**src/macs_pkg.sv**
```systemverilog
`timescale 1ns / 1ps
package macs_pkg;

   localparam int MOTOR_COUNT  = 6;
   localparam int START_TICKS  = 200;
   localparam int SETTLE_TICKS = 60;

   localparam int ANGLE_W      = 28;
   localparam int MOTOR_W      = 3;
   localparam int THROTTLE_W   = 8;

   localparam logic [ANGLE_W-1:0]    ANGLE_MAX    = {ANGLE_W{1'b1}};
   localparam logic [12:0]           REV_UNITS    = 13'd5760;
   localparam logic [8:0]            DEG_PER_REV  = 9'd360;
   localparam logic [THROTTLE_W-1:0] THROTTLE_MAX = 8'd200;

   typedef struct packed {
      logic        sweep_mode;
      logic [6:0]  throttle_begin;
      logic [6:0]  throttle_increment;
      logic [6:0]  throttle_final;
      logic [7:0]  revolutions;
      logic [8:0]  angle_increment;
      logic [15:0] dwell_ticks;
      logic [15:0] sweep_rate;
   } cfg_type;

   typedef struct packed {
      logic [MOTOR_W-1:0]    motor_index;
      logic [THROTTLE_W-1:0] throttle_level;
      logic [ANGLE_W-1:0]    arm_angle;
      logic                  stamp_pulse;
      logic                  done_res;
   } res_type;

endpackage

```
**src/macs_core.sv**
```systemverilog
`timescale 1ns / 1ps
module macs_core
   import macs_pkg::*;
(
   input  logic    clock,
   input  logic    reset,
   input  logic    step,
   input  logic    stop_request,
   input  cfg_type cfg,
   output res_type res
);

   localparam logic [3:0] PH_START      = 4'd0;
   localparam logic [3:0] PH_RAMP_UP    = 4'd1;
   localparam logic [3:0] PH_PRE_DWELL  = 4'd2;
   localparam logic [3:0] PH_STEP_DWELL = 4'd3;
   localparam logic [3:0] PH_RAMP_DOWN  = 4'd4;
   localparam logic [3:0] PH_END_WAIT   = 4'd5;
   localparam logic [3:0] PH_DONE       = 4'd6;
   localparam logic [3:0] PH_SETTLE_LOW = 4'd7;
   localparam logic [3:0] PH_SWEEP_UP   = 4'd8;
   localparam logic [3:0] PH_SETTLE_TOP = 4'd9;
   localparam logic [3:0] PH_SWEEP_DOWN = 4'd10;

   logic [3:0]            phase_ff, phase_in;
   logic [MOTOR_W-1:0]    motor_ff, motor_in;
   logic [THROTTLE_W-1:0] throttle_ff, throttle_in;
   logic [THROTTLE_W-1:0] goal_ff, goal_in;
   logic [6:0]            level_ff, level_in;
   logic [7:0]            rev_cnt_ff, rev_cnt_in;
   logic [15:0]           total_revs_ff, total_revs_in;
   logic [24:0]           rev_base_ff, rev_base_in;
   logic [8:0]            step_angle_ff, step_angle_in;
   logic [ANGLE_W-1:0]    sweep_pos_ff, sweep_pos_in;
   logic [15:0]           wait_ff, wait_in;
   logic [ANGLE_W-1:0]    held_ff [MOTOR_COUNT];
   logic [ANGLE_W-1:0]    held_in [MOTOR_COUNT];

   // shared helpers
   logic [15:0]        wait_lim;
   logic               wait_done;
   logic               ramp_done;
   logic [7:0]         ramp_val;
   logic               rev_inc;
   logic [24:0]        rev_base_cur;
   logic [8:0]         pos_angle;
   logic [25:0]        pos_sum;
   logic [ANGLE_W-1:0] step_val;
   logic [15:0]        rate;
   logic [ANGLE_W-1:0] top;
   logic [28:0]        up_sum;
   logic [ANGLE_W-1:0] up_val;
   logic [9:0]         angle_next;
   logic [8:0]         angle_inc;
   logic [7:0]         rev_next;

   // per-tick control
   logic               go_level;
   logic [7:0]         level_pct;
   logic               clr_revs;
   logic               angle_we;
   logic               angle_from_step;
   logic [ANGLE_W-1:0] angle_wd;
   logic               clr_angles;
   logic               stamp;

   always_comb begin
      case (phase_ff)
         PH_START, PH_END_WAIT:       wait_lim = 16'(START_TICKS);
         PH_SETTLE_LOW, PH_SETTLE_TOP: wait_lim = 16'(SETTLE_TICKS);
         default:                     wait_lim = cfg.dwell_ticks;
      endcase
      wait_done = ({1'b0, wait_ff} + 17'd1) >= {1'b0, wait_lim};

      ramp_done = 1'b0;
      if ({1'b0, throttle_ff} > {1'b0, goal_ff} + 9'd1) begin
         ramp_val = throttle_ff - 8'd1;
      end else if ({1'b0, goal_ff} > {1'b0, throttle_ff} + 9'd1) begin
         ramp_val = throttle_ff + 8'd1;
      end else begin
         ramp_val  = goal_ff;
         ramp_done = 1'b1;
      end

      rate      = (cfg.sweep_rate == 16'd0) ? 16'd1 : cfg.sweep_rate;
      top       = ANGLE_W'(21'(cfg.revolutions) * 21'(REV_UNITS));
      up_sum    = {1'b0, sweep_pos_ff} + 29'(rate);
      up_val    = up_sum[ANGLE_W] ? ANGLE_MAX : up_sum[ANGLE_W-1:0];
      angle_inc = (cfg.angle_increment == 9'd0) ? 9'd1 : cfg.angle_increment;
      angle_next = {1'b0, step_angle_ff} + {1'b0, angle_inc};
      rev_next  = rev_cnt_ff + 8'd1;
   end

   always_comb begin
      phase_in        = phase_ff;
      motor_in        = motor_ff;
      throttle_in     = throttle_ff;
      goal_in         = goal_ff;
      level_in        = level_ff;
      rev_cnt_in      = rev_cnt_ff;
      step_angle_in   = step_angle_ff;
      sweep_pos_in    = sweep_pos_ff;
      wait_in         = wait_ff;
      go_level        = 1'b0;
      level_pct       = 8'd0;
      clr_revs        = 1'b0;
      rev_inc         = 1'b0;
      pos_angle       = 9'd0;
      angle_we        = 1'b0;
      angle_from_step = 1'b0;
      angle_wd        = '0;
      clr_angles      = 1'b0;
      stamp           = 1'b0;

      if (phase_ff != PH_DONE && stop_request) begin
         phase_in    = PH_DONE;
         throttle_in = '0;
         goal_in     = '0;
         wait_in     = '0;
         clr_angles  = 1'b1;
      end else begin
         case (phase_ff)
            PH_START: begin
               wait_in = wait_done ? 16'd0 : wait_ff + 16'd1;
               if (wait_done) begin
                  motor_in  = '0;
                  clr_revs  = 1'b1;
                  go_level  = 1'b1;
                  level_pct = {1'b0, cfg.throttle_begin};
               end
            end
            PH_RAMP_UP: begin
               throttle_in = ramp_val;
               if (ramp_done) begin
                  if (cfg.sweep_mode) begin
                     phase_in = PH_SETTLE_LOW;
                  end else begin
                     angle_we        = 1'b1;
                     angle_from_step = 1'b1;
                     phase_in        = PH_PRE_DWELL;
                  end
               end
            end
            PH_PRE_DWELL: begin
               wait_in = wait_done ? 16'd0 : wait_ff + 16'd1;
               if (wait_done) begin
                  if (cfg.revolutions == 8'd0) begin
                     go_level  = 1'b1;
                     level_pct = {1'b0, level_ff} +
                                 ((cfg.throttle_increment == 7'd0) ? 8'd1 :
                                  {1'b0, cfg.throttle_increment});
                  end else begin
                     rev_cnt_in      = '0;
                     step_angle_in   = '0;
                     angle_we        = 1'b1;
                     angle_from_step = 1'b1;
                     phase_in        = PH_STEP_DWELL;
                  end
               end
            end
            PH_STEP_DWELL: begin
               wait_in = wait_done ? 16'd0 : wait_ff + 16'd1;
               if (wait_done) begin
                  stamp = 1'b1;
                  if (angle_next < {1'b0, DEG_PER_REV}) begin
                     step_angle_in   = angle_next[8:0];
                     pos_angle       = angle_next[8:0];
                     angle_we        = 1'b1;
                     angle_from_step = 1'b1;
                  end else begin
                     rev_inc    = 1'b1;
                     rev_cnt_in = rev_next;
                     if (rev_next < cfg.revolutions) begin
                        step_angle_in   = '0;
                        angle_we        = 1'b1;
                        angle_from_step = 1'b1;
                     end else begin
                        go_level  = 1'b1;
                        level_pct = {1'b0, level_ff} +
                                    ((cfg.throttle_increment == 7'd0) ? 8'd1 :
                                     {1'b0, cfg.throttle_increment});
                     end
                  end
               end
            end
            PH_RAMP_DOWN: begin
               throttle_in = ramp_val;
               if (ramp_done) begin
                  if (!cfg.sweep_mode) begin
                     angle_we        = 1'b1;
                     angle_from_step = 1'b1;
                  end
                  if ({1'b0, motor_ff} + 4'd1 < 4'(MOTOR_COUNT)) begin
                     motor_in  = motor_ff + MOTOR_W'(1);
                     clr_revs  = 1'b1;
                     go_level  = 1'b1;
                     level_pct = {1'b0, cfg.throttle_begin};
                  end else if (!cfg.sweep_mode) begin
                     phase_in = PH_END_WAIT;
                  end else begin
                     phase_in    = PH_DONE;
                     throttle_in = '0;
                     goal_in     = '0;
                     wait_in     = '0;
                     clr_angles  = 1'b1;
                  end
               end
            end
            PH_END_WAIT: begin
               wait_in = wait_done ? 16'd0 : wait_ff + 16'd1;
               if (wait_done) begin
                  phase_in    = PH_DONE;
                  throttle_in = '0;
                  goal_in     = '0;
                  wait_in     = '0;
                  clr_angles  = 1'b1;
               end
            end
            PH_SETTLE_LOW: begin
               wait_in = wait_done ? 16'd0 : wait_ff + 16'd1;
               if (wait_done) begin
                  stamp        = 1'b1;
                  sweep_pos_in = '0;
                  angle_we     = 1'b1;
                  angle_wd     = '0;
                  phase_in     = PH_SWEEP_UP;
               end
            end
            PH_SWEEP_UP: begin
               angle_we = 1'b1;
               if (up_val >= top) begin
                  sweep_pos_in = top;
                  angle_wd     = top;
                  phase_in     = PH_SETTLE_TOP;
               end else begin
                  sweep_pos_in = up_val;
                  angle_wd     = up_val;
               end
            end
            PH_SETTLE_TOP: begin
               wait_in = wait_done ? 16'd0 : wait_ff + 16'd1;
               if (wait_done) begin
                  stamp    = 1'b1;
                  angle_we = 1'b1;
                  angle_wd = sweep_pos_ff;
                  phase_in = PH_SWEEP_DOWN;
               end
            end
            PH_SWEEP_DOWN: begin
               angle_we = 1'b1;
               if (sweep_pos_ff <= ANGLE_W'(rate)) begin
                  sweep_pos_in = '0;
                  angle_wd     = '0;
                  go_level     = 1'b1;
                  level_pct    = {1'b0, level_ff} +
                                 ((cfg.throttle_increment == 7'd0) ? 8'd1 :
                                  {1'b0, cfg.throttle_increment});
               end else begin
                  sweep_pos_in = sweep_pos_ff - ANGLE_W'(rate);
                  angle_wd     = sweep_pos_ff - ANGLE_W'(rate);
               end
            end
            default: begin
            end
         endcase
      end

      // revolution base in degrees, kept in step with total_revs
      if (rev_inc && total_revs_ff != 16'hFFFF) begin
         rev_base_cur  = rev_base_ff + 25'(DEG_PER_REV);
         total_revs_in = total_revs_ff + 16'd1;
      end else begin
         rev_base_cur  = rev_base_ff;
         total_revs_in = total_revs_ff;
      end
      pos_sum  = {1'b0, rev_base_cur} + 26'(pos_angle);
      step_val = (pos_sum[25:24] != 2'b00) ? ANGLE_MAX : {pos_sum[23:0], 4'b0000};
      if (angle_from_step) begin
         angle_wd = step_val;
      end
      rev_base_in = rev_base_cur;
      if (clr_revs) begin
         rev_base_in   = '0;
         total_revs_in = '0;
      end

      if (go_level) begin
         if (level_pct > {1'b0, cfg.throttle_final}) begin
            goal_in  = '0;
            phase_in = PH_RAMP_DOWN;
         end else begin
            level_in = level_pct[6:0];
            goal_in  = (level_pct > 8'd100) ? THROTTLE_MAX : {level_pct[6:0], 1'b0};
            phase_in = PH_RAMP_UP;
         end
      end

      for (int i = 0; i < MOTOR_COUNT; i++) begin
         if (clr_angles) begin
            held_in[i] = '0;
         end else if (angle_we && motor_ff == MOTOR_W'(i)) begin
            held_in[i] = angle_wd;
         end else begin
            held_in[i] = held_ff[i];
         end
      end

      res.motor_index    = motor_in;
      res.throttle_level = throttle_in;
      res.arm_angle      = held_in[motor_in];
      res.stamp_pulse    = stamp;
      res.done_res       = (phase_in == PH_DONE);
   end

   always_ff @(posedge clock) begin
      if (reset) begin
         phase_ff      <= PH_START;
         motor_ff      <= '0;
         throttle_ff   <= '0;
         goal_ff       <= '0;
         level_ff      <= '0;
         rev_cnt_ff    <= '0;
         total_revs_ff <= '0;
         rev_base_ff   <= '0;
         step_angle_ff <= '0;
         sweep_pos_ff  <= '0;
         wait_ff       <= '0;
         for (int i = 0; i < MOTOR_COUNT; i++) begin
            held_ff[i] <= '0;
         end
      end else if (step) begin
         phase_ff      <= phase_in;
         motor_ff      <= motor_in;
         throttle_ff   <= throttle_in;
         goal_ff       <= goal_in;
         level_ff      <= level_in;
         rev_cnt_ff    <= rev_cnt_in;
         total_revs_ff <= total_revs_in;
         rev_base_ff   <= rev_base_in;
         step_angle_ff <= step_angle_in;
         sweep_pos_ff  <= sweep_pos_in;
         wait_ff       <= wait_in;
         for (int i = 0; i < MOTOR_COUNT; i++) begin
            held_ff[i] <= held_in[i];
         end
      end
   end

endmodule

```
**src/motor_arm_calibration_sweep.sv**
```systemverilog
`timescale 1ns / 1ps
// channel   direction  transfer when             payload
// req_      in         req_valid & !req_stall    req_stop_request
// rsp_      out        rsp_valid & !rsp_stall    motor_index, throttle_level, arm_angle,
//                                                stamp_pulse, done_res
// csr_      in/out     psel & penable & pwrite   8 registers at byte address 4*i
//
// one tick per cycle while req_stall is low: the sequencer state and the result
// register load on the same edge, so a tick can follow every cycle.
// req_stall rises only while a result sits in the output register and rsp_stall is high.
// synchronous reset puts the sequencer in its start delay with all angles zero
// and loads the register defaults.
module motor_arm_calibration_sweep
   import macs_pkg::*;
(
   input  logic                  clock,
   input  logic                  reset,
   input  logic                  req_valid,
   output logic                  req_stall,
   input  logic                  req_stop_request,
   output logic                  rsp_valid,
   input  logic                  rsp_stall,
   output logic [MOTOR_W-1:0]    rsp_motor_index,
   output logic [THROTTLE_W-1:0] rsp_throttle_level,
   output logic [ANGLE_W-1:0]    rsp_arm_angle,
   output logic                  rsp_stamp_pulse,
   output logic                  rsp_done_res,
   input  logic                  csr_psel,
   input  logic                  csr_penable,
   input  logic                  csr_pwrite,
   input  logic [4:0]            csr_paddr,
   input  logic [31:0]           csr_pwdata,
   output logic [31:0]           csr_prdata,
   output logic                  csr_pready
);

   localparam logic [2:0] REG_SWEEP_MODE   = 3'd0;
   localparam logic [2:0] REG_THR_BEGIN    = 3'd1;
   localparam logic [2:0] REG_THR_INC      = 3'd2;
   localparam logic [2:0] REG_THR_FINAL    = 3'd3;
   localparam logic [2:0] REG_REVOLUTIONS  = 3'd4;
   localparam logic [2:0] REG_ANGLE_INC    = 3'd5;
   localparam logic [2:0] REG_DWELL_TICKS  = 3'd6;
   localparam logic [2:0] REG_SWEEP_RATE   = 3'd7;

   cfg_type cfg_ff;
   res_type res_in;
   res_type res_ff;
   logic    rsp_valid_ff;
   logic    slot_free;
   logic    accept;
   logic    csr_write;
   logic [2:0] csr_index;

   assign csr_pready = 1'b1;
   assign csr_write  = csr_psel && csr_penable && csr_pwrite;
   assign csr_index  = csr_paddr[4:2];

   always_ff @(posedge clock) begin
      if (reset) begin
         cfg_ff.sweep_mode         <= 1'b0;
         cfg_ff.throttle_begin     <= 7'd0;
         cfg_ff.throttle_increment <= 7'd10;
         cfg_ff.throttle_final     <= 7'd100;
         cfg_ff.revolutions        <= 8'd1;
         cfg_ff.angle_increment    <= 9'd30;
         cfg_ff.dwell_ticks        <= 16'd100;
         cfg_ff.sweep_rate         <= 16'd57;
      end else if (csr_write) begin
         case (csr_index)
            REG_SWEEP_MODE:  cfg_ff.sweep_mode         <= csr_pwdata[0];
            REG_THR_BEGIN:   cfg_ff.throttle_begin     <= csr_pwdata[6:0];
            REG_THR_INC:     cfg_ff.throttle_increment <= csr_pwdata[6:0];
            REG_THR_FINAL:   cfg_ff.throttle_final     <= csr_pwdata[6:0];
            REG_REVOLUTIONS: cfg_ff.revolutions        <= csr_pwdata[7:0];
            REG_ANGLE_INC:   cfg_ff.angle_increment    <= csr_pwdata[8:0];
            REG_DWELL_TICKS: cfg_ff.dwell_ticks        <= csr_pwdata[15:0];
            REG_SWEEP_RATE:  cfg_ff.sweep_rate         <= csr_pwdata[15:0];
            default: begin
            end
         endcase
      end
   end

   always_comb begin
      case (csr_index)
         REG_SWEEP_MODE:  csr_prdata = 32'(cfg_ff.sweep_mode);
         REG_THR_BEGIN:   csr_prdata = 32'(cfg_ff.throttle_begin);
         REG_THR_INC:     csr_prdata = 32'(cfg_ff.throttle_increment);
         REG_THR_FINAL:   csr_prdata = 32'(cfg_ff.throttle_final);
         REG_REVOLUTIONS: csr_prdata = 32'(cfg_ff.revolutions);
         REG_ANGLE_INC:   csr_prdata = 32'(cfg_ff.angle_increment);
         REG_DWELL_TICKS: csr_prdata = 32'(cfg_ff.dwell_ticks);
         REG_SWEEP_RATE:  csr_prdata = 32'(cfg_ff.sweep_rate);
         default:         csr_prdata = 32'd0;
      endcase
   end

   // output register frees up on the same edge its result transfers
   assign slot_free = !rsp_valid_ff || !rsp_stall;
   assign req_stall = !slot_free;
   assign accept    = req_valid && slot_free;

   macs_core u_core (
      .clock        (clock),
      .reset        (reset),
      .step         (accept),
      .stop_request (req_stop_request),
      .cfg          (cfg_ff),
      .res          (res_in)
   );

   always_ff @(posedge clock) begin
      if (reset) begin
         rsp_valid_ff <= 1'b0;
      end else if (accept) begin
         rsp_valid_ff <= 1'b1;
      end else if (!rsp_stall) begin
         rsp_valid_ff <= 1'b0;
      end
   end

   always_ff @(posedge clock) begin
      if (accept) begin
         res_ff <= res_in;
      end
   end

   assign rsp_valid          = rsp_valid_ff;
   assign rsp_motor_index    = res_ff.motor_index;
   assign rsp_throttle_level = res_ff.throttle_level;
   assign rsp_arm_angle      = res_ff.arm_angle;
   assign rsp_stamp_pulse    = res_ff.stamp_pulse;
   assign rsp_done_res       = res_ff.done_res;

endmodule
```
**config.mk**
```make
export PLATFORM = sky130hd
export DESIGN_NAME = motor_arm_calibration_sweep
export DESIGN_NICKNAME = d
export VERILOG_FILES = /design/src/macs_pkg.sv /design/src/macs_core.sv /design/src/motor_arm_calibration_sweep.sv
export SDC_FILE = /design/constraint.sdc
export NUM_CORES = 1
export LEC_CHECK = 0
export BUFFER_PORTS_ARGS = -buffer_cell sky130_fd_sc_hd__buf_2
export CAP_MARGIN = 20
export CORE_ASPECT_RATIO = 0.6
export CORE_UTILIZATION = 35
export DETAILED_ROUTE_END_ITERATION = 10
export GPL_TIMING_DRIVEN = 0
export PLACE_DENSITY = 0.53
export SETUP_SLACK_MARGIN = 0.5
export SYNTH_ARGS = -nofsm -noshare
export SYNTH_HDL_FRONTEND = slang
export SYNTH_SLANG_ARGS = --single-unit
```
**constraint.sdc**
```tcl
create_clock -name clock -period 10.19 [get_ports clock]
set_input_delay 2.038 -clock clock [delete_from_list [all_inputs] [get_ports clock]]
set_output_delay 2.038 -clock clock [all_outputs]
set_load 0.05 [all_outputs]
```
Yosys cells after proc, flatten, opt, wreduce, memory -nomap -nowiden
Memory sizes are Yosys's and may differ from the RTL's.
Index checks and enable logic that the tools add are counted.
Cells by class
  add/sub/neg operators: 16
  multipliers: 1
  $lt $le $gt $ge: 11
  eq/ne operators: 38
  multiplexer cells: 151
  bitwise operators: 10
  reduce and logical (&&, ||, !) cells: 50
Operators with widths (count)
  two-way mux 28 bit: 28
  case mux 32 bit (8 select lines): 1
  two-way mux 8 bit: 27
  case mux 28 bit (3 select lines): 2
  two-way mux 16 bit: 8
  two-way mux 9 bit: 10
  binary-select mux 28 bit (select 3 bit): 1
  case mux 16 bit (2 select lines): 2
  two-way mux 25 bit: 2
  two-way mux 4 bit: 11
  case mux 8 bit (5 select lines): 1
  two-way mux 1 bit: 37
  adder 16 x 1 -> 16 bit (second input constant): 2
  case mux 8 bit (2 select lines): 2
  adder 28 x 16 -> 29 bit: 1
  greater-or-equal comparator 28 x 21 -> 1 bit: 1
  less-or-equal comparator 28 x 16 -> 1 bit: 1
  case mux 4 bit (7 select lines): 1
  subtractor 28 x 16 -> 28 bit: 1
  adder 25 x 9 -> 26 bit: 1
  adder 25 x 9 -> 25 bit (second input constant): 1
  case mux 8 bit (3 select lines): 1
  two-way mux 7 bit: 3
  adder 8 x 1 -> 9 bit (second input constant): 2
  other kinds (62): 130
Storage, ports and cells
  register bits after elaboration: 245
  bits in writable memories: 168
  input bits: 45
  output and inout bits: 76
  word-level logic and storage cells: 303
  memories: 1
Memory list
  u_core.held_ff: depth 6, width 28, rd ports 6, clocked after memory_dff 0, wr ports 6, line macs_core.sv:36  | logic [ANGLE_W-1:0] held_ff [MOTOR_COUNT];

Depth between registers and ports, before layout
Gate-level depths: netlist (run 1).
  depth in word-level cells: 19
  gate-level depth with buffers: 36
  depth with buffers taken out: 33

Hierarchy
A second synthesis (run 1) with hierarchy kept.
Second synthesis, totals
  cells, all modules: 3458
  area, all modules: 28717.5 um^2
Modules (own cells, without submodules)
  macs_core: instances 1, cells each 3053, area each 23861.6 um^2, sequential area each 7607.3 um^2
  motor_arm_calibration_sweep: instances 1, cells each 405, area each 4855.9 um^2, sequential area each 2672.6 um^2

Worst setup path after synthesis (run 1)
OpenSTA, ideal clock, no wires.
  kind: reg-to-reg
  start point: reg u_core.phase_ff[1]
  end point: reg res_ff, in the netlist rsp_arm_angle[7], data pin
  library setup time: 0.265 ns
  data arrival time: 6.819 ns
  data required time: 9.925 ns
  slack: 3.105 ns
  stages on the path, launching flop included: 32
  path buffers: 5
  clock period less this slack: 7.085 ns
  cells stage by stage: dfxtp_1 -> clkbuf_1 -> buf_1 -> buf_1 -> o21ai_0 -> a22oi_1 -> clkbuf_1 -> nand2_1 -> ha_1 -> and4_1 -> nor2b_1 -> o31ai_1 -> nand3_1 -> a21oi_1 -> clkbuf_1 -> nor2_1 -> nand2_1 -> nor2_1 -> ha_1 -> a21o_1 -> a21o_1 -> a21oi_1 -> nand2_1 -> a21oi_1 -> o31a_1 -> nor4_4 -> a311o_2 -> a21o_1 -> o22a_1 -> mux2i_1 -> o22ai_1 -> or3_1
RTL lines
  start, declared: line macs_core.sv:25  | logic [3:0] phase_ff, phase_in;
  start signal, assigned: line macs_core.sv:332  | phase_ff <= phase_in;
  end signal, assigned: line motor_arm_calibration_sweep.sv:125  | res_ff <= res_in;
  end, declared: line motor_arm_calibration_sweep.sv:48  | res_type res_ff;

==> impl_summary.txt, run 1 <==
----------------------------------------------------
[Clock network]
  CTS clk-pin slew, worst paths ... 0.07 ns
  Clock root buffer ... clkbuf_16
  H-tree lvl count ... 2
  Insertion delay of the later-clocked pin in the worst-skew pair ... 0.64 ns
  Number of buffers inserted during clock tree synthesis ... 45
  Number of buffers between clock root and the deepest sink ... 3
  TritonCTS clock tree ... built
  Clock Sink Count ... 409

[Finish]
  Final net count ... 3791
  Final core utilization ... 0.4007
  Syn-to-layout area delta ... 12.54%
  Commonest non-fill, non-tap cells in the layout ... nor2_1 (427), nand2_1 (397), a21oi_1 (281)
  Commonest non-fill, non-tap cell in the layout ... nor2_1
  Count of filler cells inserted in the layout ... 8219
  Diodes inserted ... 0
  Share of post-route cells with drive strength above 1 ... 0.08204
  Number of standard cells in the layout, taps in and fillers out ... 4686

[Hold path]
  Hold worst-path end ... u_core.level_ff[3]
  Worst min-delay path class ... reg2reg
  Startpoint of the most critical hold path ... u_core.level_ff[3]
  Number of cells on the worst hold path ... 2

[Worst setup path]
  Slowest library cell on the worst path ... a222oi_1
  Kind of start point of the critical path ... flip-flop
  Critical path startpoint ... u_core.phase_ff[1]
  Arrival time of data at the critical path endpoint ... 10.04 ns
  Buf+Inv Stages, Crit Path ... 7
  Reg2reg start ... u_core.phase_ff[1]
  Maximum single-stage delay on the critical path ... 0.89 ns
  Largest driver fanout on the critical path ... 10
  Critical path class ... reg2reg
  Top Family by Delay on Critical Path ... compound AO/OA/AOI/OAI gates
  Data required, critical path ... 10.56 ns
  R2R Setup Slk ... 0.53 ns
  Worst r2r path cells ... 33
  Critical path capture point type ... flip-flop
  Destination of the worst register-to-register timing path ... rsp_arm_angle[0]

[Route]
  Wirelength, routed ... 115.8 mm
  Antenna-violating nets left ... 0
  First-pass DRT Iterations ... 6
  # DRC ... 0
  DR vias ... 27550
  Number of vias per cell ... 5.879
  Average detailed-routed wire length per instance ... 24.72 microns
  DR iter-0 viols ... 3880

[Logic synthesis]
  Cell area after technology mapping ... 0.02848 sq mm
  Instance count of the mapped netlist ... 3418
  Flip-flop and latch count after synthesis ... 409
  Mean area per synthesized cell ... 8.331 sq um
  Fraction of registers with async set/reset ... 0
  Seq/Total Area, Yosys ... 0.3610
  Number of warning messages in the yosys log ... 0
  Unique masters post-synth ... 97
  EDFF count, synth ... 209
  Predominant post-synthesis flop cell ... edfxtp_1

[Status]
  Outcome ... complete, no violations

[STA]
  Transition time at the pin with the least slew margin ... 1.225 ns
  Slew Limit Headroom ... 0.1833
  Final setup violation count ... 0
  Max Clock Freq ... 0.1035 GHz
  Period Utilization, post-route ... 0.9483
  Clock tree skew after final layout ... 0.04374 ns
  Number of hold violations in the final report ... 0
  Max-slew violation count ... 0
  Final period demand of the worst path ... 9.663 ns
  Accumulated negative setup slack ... 0 ns
  Setup repair after global routing missed its margin ... true

[Global route]
  Antenna violations before repair ... 3
  First-pass GRT wire length ... 167.7 mm
  Busiest layer in global routing ... met1
  GR Util met2 ... 0.3137
  Routing usage on met1 ... 0.4438
  Largest net degree at the start of global routing ... 101
  Via count of the first global-routing pass ... 24466
  Overflow after GRT ... 0
  GR met3 Demand/Resource ... 0.1148
  Overall routing resource usage ... 0.2730

[Floorplan]
  X dimension of the die ... 370.2 microns
  Die H ... 222.9 microns
  Die Outline Area ... 0.08254 sq mm
  Count of boundary I/O pins ... 121
  Initial Utilization ... 0.3561
  Number of placement rows ... 80
  Core Footprint ... 0.07998 sq mm

[Run]
  Max-cap viol count ... 0

[Pwr]
  Maximum VDD drop ... 0.1078 mV
  Overall power consumption ... 4.060 mW
  Pwr per Cell Area ... 126.7 mW/mm^2
  Leakage ... 12.13 nW

[Place]
  Number of cells after detailed placement ... 4592
  Quantity of I/O buffers inserted on ports ... 82
  Final weighted congestion in routability-driven placement ... 1.002
  Post-DP HPWL ... 89.03 mm

----------------------------------------------------
layer usage:
layer / share of wire / up-vias
met2: 0.34 / 1569
met1: 0.49 / 13218
met4: 0.016 / 2
met3: 0.15 / 112
li1: - / 12649
met5: 0.00011 / -
power breakdown:
group          switching (mW)  internal (mW)
Combinational           0.406          0.132
Sequential             0.0253           1.79
Clock                   0.796          0.908
Total                    1.23           2.83
synth_stat cells (23+ instances only):
master | n | area (sq um)
and2_1 | 26 | 162.7
a22o_1 | 23 | 201.4
a22oi_1 | 37 | 277.8
nand2b_1 | 28 | 175.2
inv_1 | 128 | 480.5
xnor2_1 | 79 | 691.9
xor2_1 | 48 | 420.4
and3_1 | 33 | 206.5
edfxtp_1 | 209 | 6276
clkbuf_1 | 211 | 792.0
mux2i_1 | 116 | 1161
o22ai_1 | 41 | 256.5
nand3_1 | 85 | 425.4
nor3_1 | 80 | 400.4
o21ai_0 | 154 | 770.7
nor2b_1 | 56 | 350.3
dfxtp_1 | 200 | 4004
nor2_1 | 427 | 1603
a21oi_1 | 284 | 1421
ha_1 | 149 | 1864
a21o_1 | 30 | 225.2
nor4_1 | 28 | 175.2
or3_1 | 24 | 150.1
nand4_1 | 31 | 193.9
a211oi_1 | 33 | 247.7
nand2_1 | 399 | 1498
a211o_1 | 29 | 254.0
tightest hold or removal path, delay by kind of cell, from the launching register on:
kind	cells	cell delay, ns
AND/OR/NAND/NOR	1	0.05
flip-flops	1	0.31
AO/OA/AOI/OAI	1	0.05
worst max-delay path by stage:
stage	cells past startpoint	to
global route	33	rsp_arm_angle[0]
global placement	29	rsp_arm_angle[0]
floorplan	31	rsp_arm_angle[7]
finish	33	rsp_arm_angle[0]
detailed placement	32	rsp_arm_angle[0]
CTS	32	rsp_arm_angle[0]
metrics by stage:
step	cell area [sq um]	hold WS, ns	setup WS [ns]
4_1_cts	31910	0.4647	0.5723
5_1_grt	32050	0.4936	0.2844
3_5_place_dp	30420	0.4538	-0.6297
6_report	32050	0.4656	0.5266
2_1_floorplan	28540	0.4400	3.105
3_3_place_gp	30280	0.4530	-0.8078
final cells by class:
cell class	count	area, sq um	area share
multi-input cells	2643	16810	0.5244
flip-flops and latches	409	10280	0.3208
well taps	1066	1334	0.04162
clock buffers	54	1170	0.03650
plain buffers	253	1041	0.03248
repair buffers	102	640.6	0.01999
inverters	129	491.7	0.01534
clock inverters	30	284.0	0.008862
sequential cells by signal, summed over array words and instances, names as in the netlist, 3 cells and up:
signal / flops
u_core.level_ff: 7
rsp_motor_index: 3
u_core.phase_ff: 4
u_core.rev_cnt_ff: 8
u_core.motor_ff: 3
u_core.held_ff: 168
rsp_throttle_level: 8
rsp_arm_angle: 28
u_core.step_angle_ff: 9
u_core.throttle_ff: 8
u_core.total_revs_ff: 16
u_core.sweep_pos_ff: 28
u_core.wait_ff: 16
u_core.rev_base_ff: 22
u_core.goal_ff: 7
cfg_ff: 71
cell families (layout without fill, tap and decap cells):
group                    Yosys count  in the layout  synth area share
AO/OA/AOI/OAI                    888            888            0.2048
XOR/XNOR                         127            127           0.03906
adder cells (fa/ha/maj)          163            163           0.07531
buffers and inverters            382            568           0.05308
flip-flops                       409            409            0.3610
multiplexers                     143            143           0.05422
other                              2             18         0.0002637
AND/OR/NAND/NOR                 1304           1304            0.2122
what timing repair did:
action | CTS | global route
hold endpoints to repair | 0 | 0
setup buffers | 0 | 2
hold buffers | 0 | 0
pin swaps | 2 | 2
resized for setup | 12 | 14
setup endpoints to repair | 195 | 71
No activity file was read; power rests on OpenSTA's default activity.
==> inputs of run 2 (changes only) <==
--- a/config.mk
+++ b/config.mk
@@ -11,8 +11,9 @@
 export CORE_UTILIZATION = 35
 export DETAILED_ROUTE_END_ITERATION = 10
 export GPL_TIMING_DRIVEN = 0
-export PLACE_DENSITY = 0.53
+export PLACE_DENSITY_LB_ADDON = 0.25
 export SETUP_SLACK_MARGIN = 0.5
 export SYNTH_ARGS = -nofsm -noshare
 export SYNTH_HDL_FRONTEND = slang
+export SYNTH_HIERARCHICAL = 1
 export SYNTH_SLANG_ARGS = --single-unit
==> impl_summary.txt, run 2 <==
----------------------------------------------------
[Pwr]
  Cell internal power dissipation ... 2.974 mW (+5.0%)
  Proportion of power drawn by the clock network ... 0.442 (+0.022)
  Logic gate share of total power ... 0.116 (-0.016)
  Maximum VDD drop ... 0.1217 mV (+13%)
  Proportion of total power due to net switching ... 0.2770 (-0.02519)
  Pwr per Cell Area ... 127.1 mW/mm^2 (+0.33%)
  Register share of total power ... 0.442 (-0.006)
  Leakage ... 12.40 nW (+2.2%)
  Switching power summed over all nets ... 1.139 mW (-7.1%)

[Clock network]
  Hold bufs inserted after CTS ... 0 (unchanged)
  TritonCTS clock tree ... built
  Clock Sink Count ... 409 (unchanged)
  Post-CTS setup buffer count ... 0 (unchanged)
  H-tree lvl count ... 2 (unchanged)
  Clock root buffer ... clkbuf_16
  CTS clk-pin slew, worst paths ... 0.06 ns (about the same)
  Insertion delay of the later-clocked pin in the worst-skew pair ... 0.61 ns (-0.03 ns)
  Number of buffers between clock root and the deepest sink ... 3 (unchanged)
  Number of buffers inserted during clock tree synthesis ... 45 (unchanged)

[Logic synthesis]
  Proportion of synthesized area in mux cells ... 0.04784 (-0.006381)
  Library cell with the largest summed area after synthesis ... edfxtp_1
  Predominant post-synthesis flop cell ... edfxtp_1
  Unique masters post-synth ... 104 (+7.2%)
  Dominant cell by count in the synthesized netlist ... nand2_1
  EDFF count, synth ... 209 (unchanged)
  Synthesized-area fraction occupied by ao, oa, aoi and oai cells ... 0.2058 (+0.0009788)
  Dominant combinational cell family by area after synthesis ... simple AND/OR/NAND/NOR gates
  Basic-gate share of the synthesized area counting and, or, nand and nor cells ... 0.2175 (+0.005274)
  Mean area per synthesized cell ... 8.305 sq um (-0.32%)
  Flip-flop and latch count after synthesis ... 409 (unchanged)
  Cells taking the most area after synthesis ... edfxtp_1 (22%), dfxtp_1 (14%), ha_1 (6.5%)
  Fraction of registers with async set/reset ... 0 (unchanged)
  XOR/XNOR Fraction of Synth Area ... 0.03873 (-0.0003285)
  Cell area after technology mapping ... 0.02872 sq mm (+0.85%)
  Seq/Total Area, Yosys ... 0.3580 (-0.003036)
  Number of warning messages in the yosys log ... 6 (+6)
  Top cell type's share of synthesized area ... 0.2185 (-0.001853)
  Top cell types by occurrence after synthesis ... nand2_1 (429), nor2_1 (358), a21oi_1 (336)
  Instance count of the mapped netlist ... 3458 (+1.2%)
  Share of synthesized cell area in full adder, half adder and majority cells ... 0.07468 (-0.0006333)

[Place]
  Post-DP HPWL ... 86.87 mm (-2.4%)
  Post-detailed-placement cell area ... 0.03065 sq mm (+0.76%)
  Quantity of I/O buffers inserted on ports ... 83 (+1.2%)
  Final weighted congestion in routability-driven placement ... 1.017 (+1.5%)
  Number of cells after detailed placement ... 4633 (+0.89%)

[STA]
  Slew Limit Headroom ... 0.1774 (-0.005891)
  Min Hold Slack ... 0.4640 ns (-0.001569 ns)
  Setup repair after global routing missed its margin ... false
  Number of hold violations in the final report ... 0 (unchanged)
  Clock tree skew after final layout ... 0.01807 ns (-0.02568 ns)
  Final setup violation count ... 0 (unchanged)
  Final period demand of the worst path ... 9.447 ns (-0.2162 ns)
  Max-slew violation count ... 0 (unchanged)
  Transition time at the pin with the least slew margin ... 1.223 ns (-0.002136 ns)
  Period Utilization, post-route ... 0.9271 (-0.02122)
  Max Clock Freq ... 0.1059 GHz (+2.3%)

[Worst setup path]
  Worst path most repeated cell ... clkbuf_1
  Arrival time of data at the critical path endpoint ... 9.77 ns (-0.27 ns)
  Critical path capture point type ... flip-flop
  R2R Setup Slk ... 0.74 ns (+0.22 ns)
  Reg2reg start ... cfg_ff[11]
  Kind of start point of the critical path ... flip-flop
  Critical path startpoint ... cfg_ff[11]
  Critical path class ... reg2reg
  Maximum single-stage delay on the critical path ... 0.57 ns (-0.32 ns)
  Slowest library cell on the worst path ... clkbuf_1
  Largest driver fanout on the critical path ... 10 (unchanged)
  Data required, critical path ... 10.51 ns (-0.05 ns)

[Finish]
  Commonest non-fill, non-tap cell in the layout ... nand2_1
  Share of post-route cells with drive strength above 1 ... 0.08269 (+0.0006502)
  Register area ... 0.01028 sq mm (unchanged)
  Final net count ... 3823 (+0.84%)
  Top reg by flops ... u_core/held_ff
  Post-route cell area ... 0.03236 sq mm (+0.98%)
  Multi-input combinational cell area ... 0.01696 sq mm (+0.89%)
  Syn-to-layout area delta ... 12.70%
  Number of flip-flops in the largest register ... 168 (unchanged)
  Number of standard cells in the layout, taps in and fillers out ... 4718 (+0.68%)
  Diodes inserted ... 0 (unchanged)
  Commonest non-fill, non-tap cells in the layout ... nand2_1 (429), nor2_1 (358), a21oi_1 (334)
  Count of filler cells inserted in the layout ... 8231 (+0.15%)
  Top Registers ... u_core/held_ff (168), cfg_ff (71)

[Floorplan]
  Initial Utilization ... 0.3573 (+0.001231)
  X dimension of the die ... 371.8 microns (+0.42%)
  Die H ... 223.9 microns (+0.42%)
  Die Outline Area ... 0.08324 sq mm (+0.84%)
  Number of placement rows ... 80 (unchanged)
  Core Footprint ... 0.08038 sq mm (+0.50%)
  Count of boundary I/O pins ... 121 (unchanged)

[Hold path]
  Startpoint of the most critical hold path ... u_core/step_angle_ff[6]
  Worst min-delay path class ... reg2reg

[Route]
  Average detailed-routed wire length per instance ... 23.97 microns (-3.0%)
  Wirelength, routed ... 113.1 mm (-2.4%)
  # DRC ... 0 (unchanged)
  DR iter-0 viols ... 4452 (+15%)
  First-pass DRT Iterations ... 9 (+3)
  Number of vias per cell ... 5.956 (+1.3%)
  Antenna-violating nets left ... 0 (unchanged)
  DR vias ... 28100 (+2.0%)

[Global route]
  Via count of the first global-routing pass ... 25241 (+3.2%)
  Overflow after GRT ... 0 (unchanged)
  First-pass GRT wire length ... 167.6 mm (about the same)
  Overall routing resource usage ... 0.2664 (-0.006632)
  Antenna violations before repair ... 1 (-2)
  Largest net degree at the start of global routing ... 124 (+23%)

[Status]
  Outcome ... complete, no violations

[Run]
  Max-cap viol count ... 0 (unchanged)

----------------------------------------------------
[run 2: final timing paths]
path	end	cells after the start
max	rsp_arm_angle[19]	31
min	u_core/step_angle_ff[6]	2
max reg2reg	rsp_arm_angle[19]	31
min reg2reg	u_core/step_angle_ff[6]	2
[run 2: power by group through the flow]
stage	clock, mW	sequential, mW	combinational [mW]
after detailed placement	0	1.85	0.454
after global placement	0	1.86	0.448
after CTS	1.84	1.82	0.456
after global routing	1.91	1.82	0.501
final	1.82	1.82	0.476
after floorplan	0	1.89	0.259
[run 2: layer usage]
layer  vias to the layer above  global-route usage  share of wire
met2                      1793              0.3151           0.35
met3                       114             0.09682           0.16
met4                         0             0.04032          0.013
met1                     13420              0.4393           0.48
met5                         -                   0              0
li1                      12773                   -              -
[run 2: timing repair]
| item | in CTS | in global routing |
|---|---|---|
| setup endpoints to repair | 30 | 137 |
| hold endpoints to repair | 0 | 0 |
| resized for setup | 2 | 21 |
[run 2: area by class of cell]
cell class,instances,share of cell area
multi-input combinational,2668,0.5240
sequential,409,0.3176
tap,1066,0.04121
clock buffer,59,0.04063
buffer,261,0.03510
timing repair buffer,95,0.01651
inverter,135,0.01589
clock inverter,25,0.009047
[run 2: per-stage QoR]
stage,TNS (ns),setup slack (ns),power (mW),util
finish,0,0.7428,4.114,0.4026
global route,0,0.5175,4.233,0.4026
CTS,0,0.4941,4.113,0.4014
detailed placement,0,0.02678,2.306,0.3814
global placement,-464.01,-2.718,2.309,0.3797
floorplan,0,1.356,2.147,-
[run 2: logic make-up after synthesis]
logic type      Yosys count
buf+inv                 396
flops                   409
simple gates           1318
xor+xnor                127
mux                     129
other cells               3
compound gates          913
fa+ha+maj               163
[run 2: critical path, delay by kind of cell (launching register included)]
kind	cells	cell delay (ns)
flip-flops	1	0.37
AO/OA/AOI/OAI	11	2.99
adder cells (fa/ha/maj)	3	0.76
multiplexers	2	0.74
buffers and inverters	4	1.27
AND/OR/NAND/NOR	11	3.03
